[config.mk]
export PLATFORM = sky130hd
export DESIGN_NAME = spq_cell
export DESIGN_NICKNAME = d
export VERILOG_FILES = /design/src/rtl/sorted_priority_queue_macros.svh /design/src/rtl/spq_pkg.sv /design/src/rtl/spq_cell.sv
export SDC_FILE = /design/constraint.sdc
export NUM_CORES = 1
export LEC_CHECK = 0
export BUFFER_PORTS_ARGS = -buffer_cell sky130_fd_sc_hd__buf_2
export CAP_MARGIN = 20
export CELL_PAD_IN_SITES_DETAIL_PLACEMENT = 0
export CELL_PAD_IN_SITES_GLOBAL_PLACEMENT = 1
export CORE_ASPECT_RATIO = 0.5
export CORE_MARGIN = 2
export CORE_UTILIZATION = 32
export DETAILED_ROUTE_END_ITERATION = 6
export PLACE_DENSITY = 0.86
export SLEW_MARGIN = 20
export SYNTH_ARGS = -nofsm -noshare
export SYNTH_HDL_FRONTEND = slang
export SYNTH_SLANG_ARGS = --single-unit
[constraint.sdc]
create_clock -name clk -period 4.7 [get_ports clk]
set_input_delay 0.94 -clock clk [delete_from_list [all_inputs] [get_ports clk]]
set_output_delay 0.94 -clock clk [all_outputs]
set_load 0.02 [all_outputs]
[src/rtl/sorted_priority_queue_macros.svh]
// assertion macros for the sorted priority queue
// used by the top level; expects clk and rst in the including scope
`ifndef SORTED_PRIORITY_QUEUE_MACROS_SVH
`define SORTED_PRIORITY_QUEUE_MACROS_SVH

// condition that must hold at every edge out of reset
`define SPQ_ASSERT_ALWAYS(label, cond) \
  label: assert property (@(posedge clk) disable iff (rst) (cond)) \
    else $error("sorted priority queue invariant violated");

// condition that must hold in the cycle after a trigger
`define SPQ_ASSERT_NEXT(label, trig, cond) \
  label: assert property (@(posedge clk) disable iff (rst) (trig) |=> (cond)) \
    else $error("sorted priority queue update violated");

`endif

[src/rtl/spq_pkg.sv]
// shared types and codes for the sorted priority queue
// no dependencies
`default_nettype none

package spq_pkg;

  localparam int VALUE_BITS    = 8;
  localparam int PRIORITY_BITS = 16;
  localparam int COUNT_BITS    = 7;

  typedef enum logic {
    OP_ENQUEUE = 1'b0,
    OP_DEQUEUE = 1'b1
  } op_t;

  typedef enum logic [1:0] {
    ST_OK        = 2'd0,
    ST_OVERFLOW  = 2'd1,
    ST_UNDERFLOW = 2'd2
  } status_t;

  typedef struct packed {
    op_t                              operation;
    logic [VALUE_BITS-1:0]            item_value;
    logic signed [PRIORITY_BITS-1:0]  item_priority;
  } req_t;

  typedef struct packed {
    status_t                          status;
    logic [VALUE_BITS-1:0]            out_value;
    logic signed [PRIORITY_BITS-1:0]  out_priority;
    logic                             head_valid;
    logic [VALUE_BITS-1:0]            head_value;
    logic signed [PRIORITY_BITS-1:0]  head_priority;
    logic [COUNT_BITS-1:0]            entry_count;
  } rsp_t;

  typedef struct packed {
    logic [VALUE_BITS-1:0]            value;
    logic signed [PRIORITY_BITS-1:0]  prio;
  } entry_t;

  // broadcast to every cell in a cycle
  typedef struct packed {
    logic   shift_in;
    logic   shift_out;
    entry_t item;
  } cell_ctrl_t;

endpackage

`default_nettype wire

[src/rtl/spq_cell.sv]
// one slot of the sorted queue: holds an entry, compares it with the
// broadcast item and shifts toward the head or the tail; uses spq_pkg
`default_nettype none

module spq_cell (
  input  wire logic               clk,
  input  wire spq_pkg::cell_ctrl_t ctrl,
  input  wire logic               occupied,
  input  wire logic               prev_keep,
  input  wire spq_pkg::entry_t    prev_entry,
  input  wire spq_pkg::entry_t    next_entry,
  output spq_pkg::entry_t         entry,
  output spq_pkg::entry_t         entry_next,
  output logic                    keep
);

  // strictly higher priority stays ahead of the new item
  assign keep = occupied && ($signed(entry.prio) > $signed(ctrl.item.prio));

  always_comb begin
    entry_next = entry;
    if (ctrl.shift_in) begin
      if (!keep) begin
        // first slot not kept takes the item, the rest take their neighbor
        entry_next = prev_keep ? ctrl.item : prev_entry;
      end
    end else if (ctrl.shift_out) begin
      entry_next = next_entry;
    end
  end

  always_ff @(posedge clk) begin
    entry <= entry_next;
  end

endmodule

`default_nettype wire

==> flow_summary.json <==
{
  "ant_nets": 0,
  "synth_common_cells": "46 x a211oi_1, 24 x dfxtp_1, 24 x mux2i_1, 24 x nor2b_1, 23 x nand2b_1",
  "ctsResizeCount": 0,
  "port_buffers": 125,
  "synthArstFlopShare_pct": 0,
  "hold_path.class": "reg -> reg",
  "syn_area_mm2": 0.00232,
  "grt-ovfl-total": 0,
  "criticalPathCategory": "in -> out",
  "final_cell_area_mm2": 0.00313,
  "max_flop_register": "entry",
  "setup_ws_ns": 0.294,
  "cts_max_level": 1,
  "cts_tree": "yes",
  "seq_power_share_pct": 26.4,
  "cts_sinks": 24,
  "synth-edff-count": 0,
  "area_growth_pct": 34.9,
  "fin_cells": 485,
  "worstReg2RegEnd": "entry[22]",
  "startpoint_type": "primary input",
  "placed_cell_area_mm2": 0.00302,
  "grt.total_usage_pct": 16.6,
  "internal-power_mw": 0.620,
  "drt_iter0_markers": 100,
  "num_rows": 21,
  "crit_fanout": 9,
  "ys.flop_type": "dfxtp_1",
  "cts_setup_buffers": 0,
  "yosys.cell_types.count": 34,
  "cts_buffer_depth": 2,
  "yosys.area.top_type": "dfxtp_1",
  "hpwl_um": 5260,
  "clk_latency_ns": 0.27,
  "fin_crit_ns": 4.41,
  "synth_seq_cells": 24,
  "hold_end": "entry[22]",
  "switchingPower_mw": 0.426,
  "fin_util_pct": 45.6,
  "grt_use_met1_pct": 22.5,
  "largest_register_ffs": 24,
  "min_from": "entry[22]",
  "grtUsageMet3_pct": 2.60,
  "root_buffer": "clkbuf_16",
  "drt_pass1_iterations": 5,
  "final.setup_skew_ns": 0.00464,
  "ff2ff_path_depth": 8,
  "cts_buffers": 3,
  "synthTopCellsByArea": "dfxtp_1 21%, a211oi_1 15%, mux2i_1 10%",
  "ys_warn_count": 0,
  "grt_max_degree": 49,
  "place_ws_ns": 0.293,
  "hold_buffers": 0,
  "p_leak_nw": 1.47,
  "relSlewSlack_pct": 44.5,
  "r2r-start": "entry[15]",
  "setup_viol": 0,
  "cp.required_ns": 3.76,
  "die-area_mm2": 0.00798,
  "fin_setup_tns_ns": 0,
  "grt_pass1_wl_um": 11000,
  "grt.busiest_layer": "met2",
  "start_util_pct": 33.8,
  "path_clk_slew_ns": 0.07,
  "fp.dieW_um": 124,
  "yosysMostFrequentCell": "a211oi_1",
  "maxCapViolations": 0,
  "pwr-share-clk_pct": 24.3,
  "rsz0062_at_grt": "false",
  "fill_cells": 708,
  "num_io_pins": 126,
  "avgViaCountPerCell": 5.00,
  "gr-usage-met2_pct": 29.0,
  "min_path_cells": 2,
  "wl_um": 6700,
  "max_freq_mhz": 227,
  "hold_violations": 0,
  "largestRegisters": "entry x24",
  "drive_above_1_share_pct": 39.4,
  "critPathArrivalTime_ns": 3.47,
  "antenna_found_initial": 0,
  "dp_cells": 481,
  "dr_total_vias": 2423,
  "postSynthCellCount": 278,
  "combinationalPowerShare_pct": 49.3,
  "diodes": 0,
  "end_kind": "output pin",
  "rrSetupSlack_ns": 2.06,
  "power.share.switching_pct": 40.7,
  "routedWlPerCell_um": 13.8,
  "drc": 0,
  "final-max-slew-violation-count": 0,
  "grt_pass1_vias": 2338,
  "seq_area_frac_synth_pct": 20.7,
  "syn_avg_cell_area_um2": 8.34,
  "period_share_pct": 93.7,
  "synth_nets": 371,
  "synthDominantCellAreaShare_pct": 20.7,
  "worst_pin_slew_ns": 0.832,
  "nets": 487,
  "status": "completed",
  "vdd_drop_max_v": 0.000117,
  "core_area_mm2": 0.00686,
  "die-height_um": 64.2,
  "powerDensity_mw_per_mm2": 335,
  "place_congestion": 0.787
}
==> worst max-delay path, cell delays in order <==
cell and delay (ns):
buf_2 0.09, inv_1 0.04, ha_1 0.30, nand4_2 0.14
or4_4 0.58, a21o_4 0.23, a31oi_4 0.31, buf_4 0.24
nor4_2 0.06, a211oi_1 0.30, buf_2 0.23
==> placed cells by master (no fill, tap or decap), drive strengths merged <==
cell	count
a211oi	46
a21o	2
a21oi	5
a2bb2oi	1
a31o	1
a31oi	4
and2	22
and4	1
buf	135
bufinv	1
clkbuf	3
dfxtp	24
ha	16
inv	18
mux2i	24
nand2	6
nand2b	23
nand3	1
nand4	4
nor2	3
nor2b	24
nor4	22
o211ai	1
o21a	2
o21ai	2
o32ai	1
or4	1
==> power by group through the flow <==
stage	sequential [mW]	combinational [mW]	clock, mW
after floorplan	0.322	0.305	0
after global placement	0.281	0.517	0
after detailed placement	0.281	0.517	0
after CTS	0.277	0.520	0.259
after global routing	0.284	0.565	0.270
final	0.276	0.515	0.254
==> worst max path at each step <==
| stage | start | to | slack (ns) |
|---|---|---|---|
| floorplan | ctrl[15] | entry_next[10] | 0.43 |
| global placement | ctrl[15] | entry_next[10] | 0.34 |
| detailed placement | ctrl[15] | entry_next[3] | 0.29 |
| CTS | ctrl[15] | entry_next[3] | 0.29 |
| global route | ctrl[15] | entry_next[12] | 0.11 |
| finish | ctrl[15] | entry_next[3] | 0.29 |
==> layout make-up <==
class | count | area, µm² | area share [%]
multi-input combinational | 212 | 1660 | 53.0
sequential | 24 | 480 | 15.4
timing repair buffer | 135 | 701 | 22.4
clock buffer | 3 | 75.1 | 2.40
tap | 92 | 115 | 3.68
clock inverter | 1 | 30.0 | 0.960
inverter | 18 | 67.6 | 2.16
==> cell families after synthesis <==
kind of cell	after synthesis	share of synthesized area (%)
flops	24	20.7
fa+ha+maj	16	8.63
simple gates	107	31.1
mux	24	10.4
buf+inv	42	7.93
compound gates	65	21.2
==> metal layers <==
layer  wire length [µm]  vias up  share of wire (%)
li1                   -     1256                  -
met4                 16        0               0.24
met2               3190       58                 48
met5                  0        -                  0
met1               3190     1107                 48
met3                302        2                4.5
==> through the flow <==
step           power (mW)  hold WS [ns]
3_3_place_gp        0.798         0.466
6_report             1.05         0.485
3_5_place_dp        0.799         0.476
4_1_cts              1.06         0.488
5_1_grt              1.12         0.530
2_1_floorplan       0.628         0.665
No activity file was read; power rests on OpenSTA's default activity.
