==> src/rtl/sorted_priority_queue_macros.svh <==
// assertion macros for the sorted priority queue
// used by the top level; expects clk and rst in the including scope
`ifndef SORTED_PRIORITY_QUEUE_MACROS_SVH
`define SORTED_PRIORITY_QUEUE_MACROS_SVH

// condition that must hold at every edge out of reset
`define SPQ_ASSERT_ALWAYS(label, cond) \
  label: assert property (@(posedge clk) disable iff (rst) (cond)) \
    else $error("sorted priority queue invariant violated");

// condition that must hold in the cycle after a trigger
`define SPQ_ASSERT_NEXT(label, trig, cond) \
  label: assert property (@(posedge clk) disable iff (rst) (trig) |=> (cond)) \
    else $error("sorted priority queue update violated");

`endif

==> src/rtl/spq_pkg.sv <==
// shared types and codes for the sorted priority queue
// no dependencies
`default_nettype none

package spq_pkg;

  localparam int VALUE_BITS    = 8;
  localparam int PRIORITY_BITS = 16;
  localparam int COUNT_BITS    = 7;

  typedef enum logic {
    OP_ENQUEUE = 1'b0,
    OP_DEQUEUE = 1'b1
  } op_t;

  typedef enum logic [1:0] {
    ST_OK        = 2'd0,
    ST_OVERFLOW  = 2'd1,
    ST_UNDERFLOW = 2'd2
  } status_t;

  typedef struct packed {
    op_t                              operation;
    logic [VALUE_BITS-1:0]            item_value;
    logic signed [PRIORITY_BITS-1:0]  item_priority;
  } req_t;

  typedef struct packed {
    status_t                          status;
    logic [VALUE_BITS-1:0]            out_value;
    logic signed [PRIORITY_BITS-1:0]  out_priority;
    logic                             head_valid;
    logic [VALUE_BITS-1:0]            head_value;
    logic signed [PRIORITY_BITS-1:0]  head_priority;
    logic [COUNT_BITS-1:0]            entry_count;
  } rsp_t;

  typedef struct packed {
    logic [VALUE_BITS-1:0]            value;
    logic signed [PRIORITY_BITS-1:0]  prio;
  } entry_t;

  // broadcast to every cell in a cycle
  typedef struct packed {
    logic   shift_in;
    logic   shift_out;
    entry_t item;
  } cell_ctrl_t;

endpackage

`default_nettype wire

==> src/rtl/spq_outbuf.sv <==
// result register with one skid stage between the queue and its consumer
// uses spq_pkg
`default_nettype none

module spq_outbuf (
  input  wire logic          clk,
  input  wire logic          rst,
  input  wire logic          load,
  input  wire spq_pkg::rsp_t res,
  output logic               hold,
  output spq_pkg::rsp_t      rsp,
  output logic               rsp_valid,
  input  wire logic          rsp_stall
);

  logic          out_valid;
  logic          skid_valid;
  spq_pkg::rsp_t out_word;
  spq_pkg::rsp_t skid_word;
  logic          take;

  assign take = out_valid && !rsp_stall;
  assign hold = skid_valid;

  always_ff @(posedge clk) begin
    if (rst) begin
      out_valid  <= 1'b0;
      skid_valid <= 1'b0;
    end else if (load) begin
      // load only happens with the skid stage empty
      if (!out_valid || take) begin
        out_valid <= 1'b1;
      end else begin
        skid_valid <= 1'b1;
      end
    end else if (take) begin
      out_valid  <= skid_valid;
      skid_valid <= 1'b0;
    end
  end

  always_ff @(posedge clk) begin
    if (load && (!out_valid || take)) begin
      out_word <= res;
    end else if (!load && take && skid_valid) begin
      out_word <= skid_word;
    end
    if (load && out_valid && !take) begin
      skid_word <= res;
    end
  end

  assign rsp       = out_word;
  assign rsp_valid = out_valid;

endmodule

`default_nettype wire

==> config.mk <==
export PLATFORM = sky130hd
export DESIGN_NAME = spq_outbuf
export DESIGN_NICKNAME = d
export VERILOG_FILES = /design/src/rtl/sorted_priority_queue_macros.svh /design/src/rtl/spq_pkg.sv /design/src/rtl/spq_outbuf.sv
export SDC_FILE = /design/constraint.sdc
export NUM_CORES = 1
export LEC_CHECK = 0
export BUFFER_PORTS_ARGS = -buffer_cell sky130_fd_sc_hd__buf_2
export CELL_PAD_IN_SITES_DETAIL_PLACEMENT = 1
export CELL_PAD_IN_SITES_GLOBAL_PLACEMENT = 2
export CORE_ASPECT_RATIO = 1.75
export CORE_MARGIN = 5
export CORE_UTILIZATION = 38
export CTS_CLUSTER_DIAMETER = 50
export CTS_CLUSTER_SIZE = 28
export DETAILED_ROUTE_END_ITERATION = 10
export PLACE_DENSITY = 0.81
export SLEW_MARGIN = 5
export SYNTH_ARGS = -nofsm -noshare
export SYNTH_HDL_FRONTEND = slang
export SYNTH_SLANG_ARGS = --single-unit
==> constraint.sdc <==
create_clock -name clk -period 6.8 [get_ports clk]
set_clock_uncertainty 0.2 [all_clocks]
set_input_delay 2.04 -clock clk [delete_from_list [all_inputs] [get_ports clk]]
set_output_delay 2.04 -clock clk [all_outputs]
set_load 0.005 [all_outputs]
==> results.json, run 1 <==
{
  "run_status": "finished clean",
  "drtPass1Iterations": 4,
  "drv_cap": 0,
  "cts_root_buffer": "clkbuf_16",
  "die_h_um": 152,
  "ys_types": 15,
  "cts_sinks": 118,
  "fin_hold_ws_ns": 0.345,
  "min_period_over_period": 0.586,
  "track_usage": 0.129,
  "yosys-top-cells-count": "edfxtp_1 (116), mux2_2 (38), mux2_4 (20)",
  "n_fill_cell": 1112,
  "setup_viol": 0,
  "drcViolationCount": 0,
  "hold_viol": 0,
  "area_delta_synth_final_pct": 30.5,
  "synth_edf_count": 116,
  "cts_hold_buf": 0,
  "diodes": 0,
  "vias": 2244,
  "rows": 52,
  "clkTransAtPathRegs_ns": 0.05,
  "h-tree-depth": 4,
  "reg2regPathDepth": 3,
  "multiInputGateArea_um2": 812,
  "synthArstFlopShare": 0,
  "fp.dieW_um": 91.3,
  "yosys_warnings": 0,
  "numCtsBuffers": 17,
  "ff_latch_area_um2": 3520,
  "portBuffers": 121,
  "coreArea_um2": 11500,
  "place_inst": 447,
  "critPathArrivalTime_ns": 3.93,
  "critPathKind": "input pin to flop",
  "worstPathRequired_ns": 6.74,
  "slowest_delay_ns": 0.70,
  "synth_most_common_cell": "edfxtp_1",
  "drive_gt1_frac": 0.612,
  "wirelength_um": 8800,
  "initialDrtViolationCount": 147,
  "clk_latency_ns": 0.40,
  "synth_flop_cell": "edfxtp_1",
  "end_kind": "flop",
  "ctsResizeCount": 0,
  "viasPerCell": 4.69,
  "yosysTopAreaCellShare": 0.793,
  "rsz0062_at_grt": "false",
  "overflow": 0,
  "wl_per_cell_um": 18.4,
  "synth.top_cells.by_area": "edfxtp_1 (79%), mux2_2 (9.7%), mux2_4 (6.8%)",
  "synthesis.nets": 256,
  "fin_util": 0.501,
  "tns_ns": 0,
  "grt_max_degree": 59,
  "fin_crit_ns": 3.98,
  "die-area_um2": 13900,
  "crit_fanout": 34,
  "postSynthCellCount": 194,
  "min_path_cells": 2,
  "yosys.area.top_type": "edfxtp_1",
  "fmax_mhz": 251,
  "ys_seq_elements": 118,
  "grt_antenna_before_repair": 0,
  "synth.avg_cell_area_um2": 22.7,
  "p_leak_nw": 2.22,
  "relSlewSlack": 0.413,
  "grt_first_pass_wirelength_um": 13600,
  "worst_path_max_delay_cell": "a21boi_4",
  "start_util": 0.384,
  "startpoint_type": "input pin",
  "drv_slew": 0,
  "grt_pass1_vias": 2550,
  "syn_area_um2": 4390,
  "cts_tree": "done",
  "ant_nets": 0,
  "path_cells": "buf_2 > a21boi_4 > buf_4 > mux2_2",
  "post_cts_buffers": 0,
  "ir_drop_mv": 0.196,
  "num_io_pins": 122,
  "routabilityCongestion": 0.731,
  "clockBufferDepth": 2,
  "ys_seq_area_frac": 0.802,
  "min_path_type": "flop to flop",
  "place_hpwl_um": 5810,
  "final-instance-count-excl-fill": 478,
  "final_nets": 393,
  "p_per_area_nw_per_um2": 327,
  "max_slew.worst_pin.slew_ns": 0.878
}
-- critical path: cells and delay by family --
kind                   cells  cell delay [ns]
buffers and inverters      2             0.74
AO/OA/AOI/OAI              1             0.70
multiplexers               1             0.40
-- through the flow --
stage | cell area [µm²] | worst slack (ns) | power, W
2_1_floorplan | 4390 | 1.19 | 0.000932
3_3_place_gp | 5140 | 2.40 | 0.000986
3_5_place_dp | 5140 | 2.35 | 0.000992
4_1_cts | 5730 | 2.76 | 0.00190
5_1_grt | 5730 | 2.72 | 0.00194
6_report | 5730 | 2.82 | 0.00188
-- where the power goes --
part / switching, W / internal [W]
clock network: 0.000297 / 0.000603
logic: 0.0000583 / 0.0000612
registers: 0.0000105 / 0.000845
total: 0.000366 / 0.00151
-- worst paths after layout --
check | slack, ns | to | start
setup / recovery | 2.82 | rsp[1] | rsp_stall
hold / removal | 0.35 | hold | hold
setup reg to reg | 4.17 | rsp[1] | rsp_valid
hold reg to reg | 0.35 | hold | hold
-- flip-flops by register name, summed over array words and instances, names as in the netlist --
signal,flops
rsp_valid,1
skid_word,58
rsp,58
hold,1
-- placed cells by master (no fill, tap or decap) --
master      instances
edfxtp_1          116
mux2_2             38
clkinv_1            4
inv_1               2
bufinv_16           4
a21oi_1             3
a21oi_4             1
clkinv_2            2
buf_4               3
nor2b_1             1
o32ai_1             1
and3_2              1
nand2b_1            1
clkbuf_16          17
a21boi_4            1
o21ai_0             1
mux2_4             20
clkbuf_1            2
dfxtp_1             2
clkinvlp_4          2
buf_2             121
-- routing by layer --
metal,vias to the layer above,global-route usage,share of wire
met3,10,0.0489,0.053
met5,-,0,0
met4,0,0.0629,0.015
met2,75,0.222,0.55
li1,1047,-,-
met1,1112,0.136,0.39
-- cell type report --
class	instances	area share
Sequential cell	118	0.615
Clock inverter	12	0.0279
Multi-Input combinational cell	68	0.142
Timing Repair Buffer	124	0.110
Tap cell	135	0.0295
Inverter	2	0.00131
Clock buffer	19	0.0755
-- cells by family after synthesis --
kind of cell	share of synthesized area
compound gates	0.0120
buf+inv	0.0162
flops	0.802
mux	0.166
simple gates	0.00427
(Power assumes the default switching activity.)
==> inputs of run 2 (changes only) <==
==> constraint.sdc (replaced) <==
create_clock -name clk -period 3.7 [get_ports clk]
set_clock_uncertainty 0.2 [all_clocks]
set_input_delay 1.11 -clock clk [delete_from_list [all_inputs] [get_ports clk]]
set_output_delay 1.11 -clock clk [all_outputs]
set_load 0.005 [all_outputs]
==> run 2 against run 1 <==
Clock power is 70% higher. Cell count is 0.42% higher. Core utilization is 0.065 points higher. Die area stayed put. Worst setup slack worse by 1.5 ns. Sequential cell count stayed put. Wire length is 5.9% higher. Total power is 78% higher. Sequential share of layout area is 0.080 points lower. Largest cell class unchanged. Critical path type is now flop to output pin. Combinational power is 91% higher. First-iteration DRC count is 14% higher.
==> results.json, run 2 (same netlist as run 1, synthesis figures left out) <==
{
  "wl_per_cell_um": 19.4,
  "h-tree-depth": 4,
  "startpoint_type": "flop",
  "layout_commonest_cell": "buf_2",
  "worstHoldStart": "hold",
  "numCtsBuffers": 17,
  "vias": 2286,
  "track_usage": 0.139,
  "grt_antenna_before_repair": 1,
  "slowest_delay_ns": 0.53,
  "grt_first_pass_wirelength_um": 14500,
  "relSlewSlack": 0.557,
  "fin_crit_ns": 2.43,
  "start_util": 0.384,
  "ant_nets": 0,
  "die_h_um": 152,
  "path_cells": "buf_2",
  "routabilityCongestion": 0.718,
  "grt_max_degree": 59,
  "num_io_pins": 122,
  "rsz0062_at_grt": "false",
  "worstPathRequired_ns": 2.39,
  "finalPower_w": 0.00333,
  "hold_end": "hold",
  "max_slew.worst_pin.slew_ns": 0.663,
  "initialDrtViolationCount": 168,
  "drtPass1Iterations": 4,
  "hold_viol": 0,
  "tns_ns": 0,
  "min_path_cells": 2,
  "fmax_mhz": 412,
  "worst_path_max_delay_cell": "dfxtp_1",
  "end_kind": "output pin",
  "viasPerCell": 4.76,
  "setup_ws_ns": 1.27,
  "cts_sinks": 118,
  "final_nets": 395,
  "clkTransAtPathRegs_ns": 0.05,
  "critPathKind": "flop to output pin",
  "setup_viol": 0,
  "rows": 52,
  "overflow": 0,
  "critPathArrivalTime_ns": 1.12,
  "min_period_over_period": 0.657,
  "fin_util": 0.501,
  "post_cts_buffers": 0,
  "cts_hold_buf": 0,
  "run_status": "finished clean",
  "reg2regPathDepth": 3,
  "area_delta_synth_final_pct": 30.6,
  "drive_gt1_frac": 0.619,
  "place_hpwl_um": 6440,
  "r2r_slack_ns": 1.57,
  "fp.dieW_um": 91.3,
  "layout_common_cells": "buf_2 (121), edfxtp_1 (116), mux2_2 (38)",
  "p_per_area_nw_per_um2": 580,
  "cts_tree": "done",
  "rr_endpoint": "rsp[2]",
  "grt_pass1_vias": 2690,
  "path_buf_inv": 1,
  "min_path_type": "flop to flop",
  "cts_root_buffer": "clkbuf_16",
  "place_ws_ns": 0.938,
  "drv_cap": 0,
  "crit_fanout": 8,
  "die-area_um2": 13900,
  "coreArea_um2": 11500,
  "portBuffers": 121,
  "ir_drop_mv": 0.381,
  "clockBufferDepth": 2,
  "wirelength_um": 9320,
  "critPathTopFamily": "flip-flops",
  "ctsResizeCount": 0,
  "drv_slew": 0,
  "clk_latency_ns": 0.40,
  "r2r_start": "rsp_valid",
  "drcViolationCount": 0,
  "p_leak_nw": 2.22
}
-- run 2: worst min-delay path, stage by stage, from the launching register on --
cell and delay, ns:
dfxtp_1 0.34, inv_1 0.06, o32ai_1 0.08
-- run 2: how the worst max path moves through the flow --
stage	startpoint	end	slack, ns	cells past startpoint
finish	rsp_valid	rsp_valid	1.27	1
global placement	load	rsp[50]	1.00	4
global route	rsp_valid	rsp_valid	1.20	1
CTS	rsp_valid	rsp_valid	1.24	1
detailed placement	load	rsp[50]	0.94	4
floorplan	load	rsp[0]	0.33	2
-- run 2: power breakdown --
group          internal, W  switching [W]
combinational     0.000118       0.000109
sequential         0.00155      0.0000213
clock             0.000974       0.000555
-- run 2: metrics by stage --
step,cells,hold WS [ns],area [µm²]
4_1_cts,479,0.335,5740
3_5_place_dp,449,0.324,5190
3_3_place_gp,449,0.300,5190
2_1_floorplan,194,0.303,4400
6_report,480,0.329,5740
5_1_grt,479,0.353,5740
-- run 2: final cells by class --
| type | count | area, µm² |
|---|---|---|
| Timing Repair Buffer | 126 | 681 |
| Clock buffer | 20 | 437 |
| Inverter | 2 | 7.51 |
| Multi-Input combinational cell | 68 | 812 |
| Sequential cell | 118 | 3520 |
| Fill cell | 1110 | 5710 |
| Tap cell | 135 | 169 |
| Antenna cell | 1 | 2.50 |
| Clock inverter | 10 | 109 |
-- run 2: per-layer routing --
metal  routed length (µm)  vias to the layer above  global-route usage
met4                  212                        2              0.0734
met2                 5160                       74               0.244
met3                  568                       15              0.0623
met5                   13                        -                   0
li1                     -                     1054                   -
met1                 3360                     1141               0.134
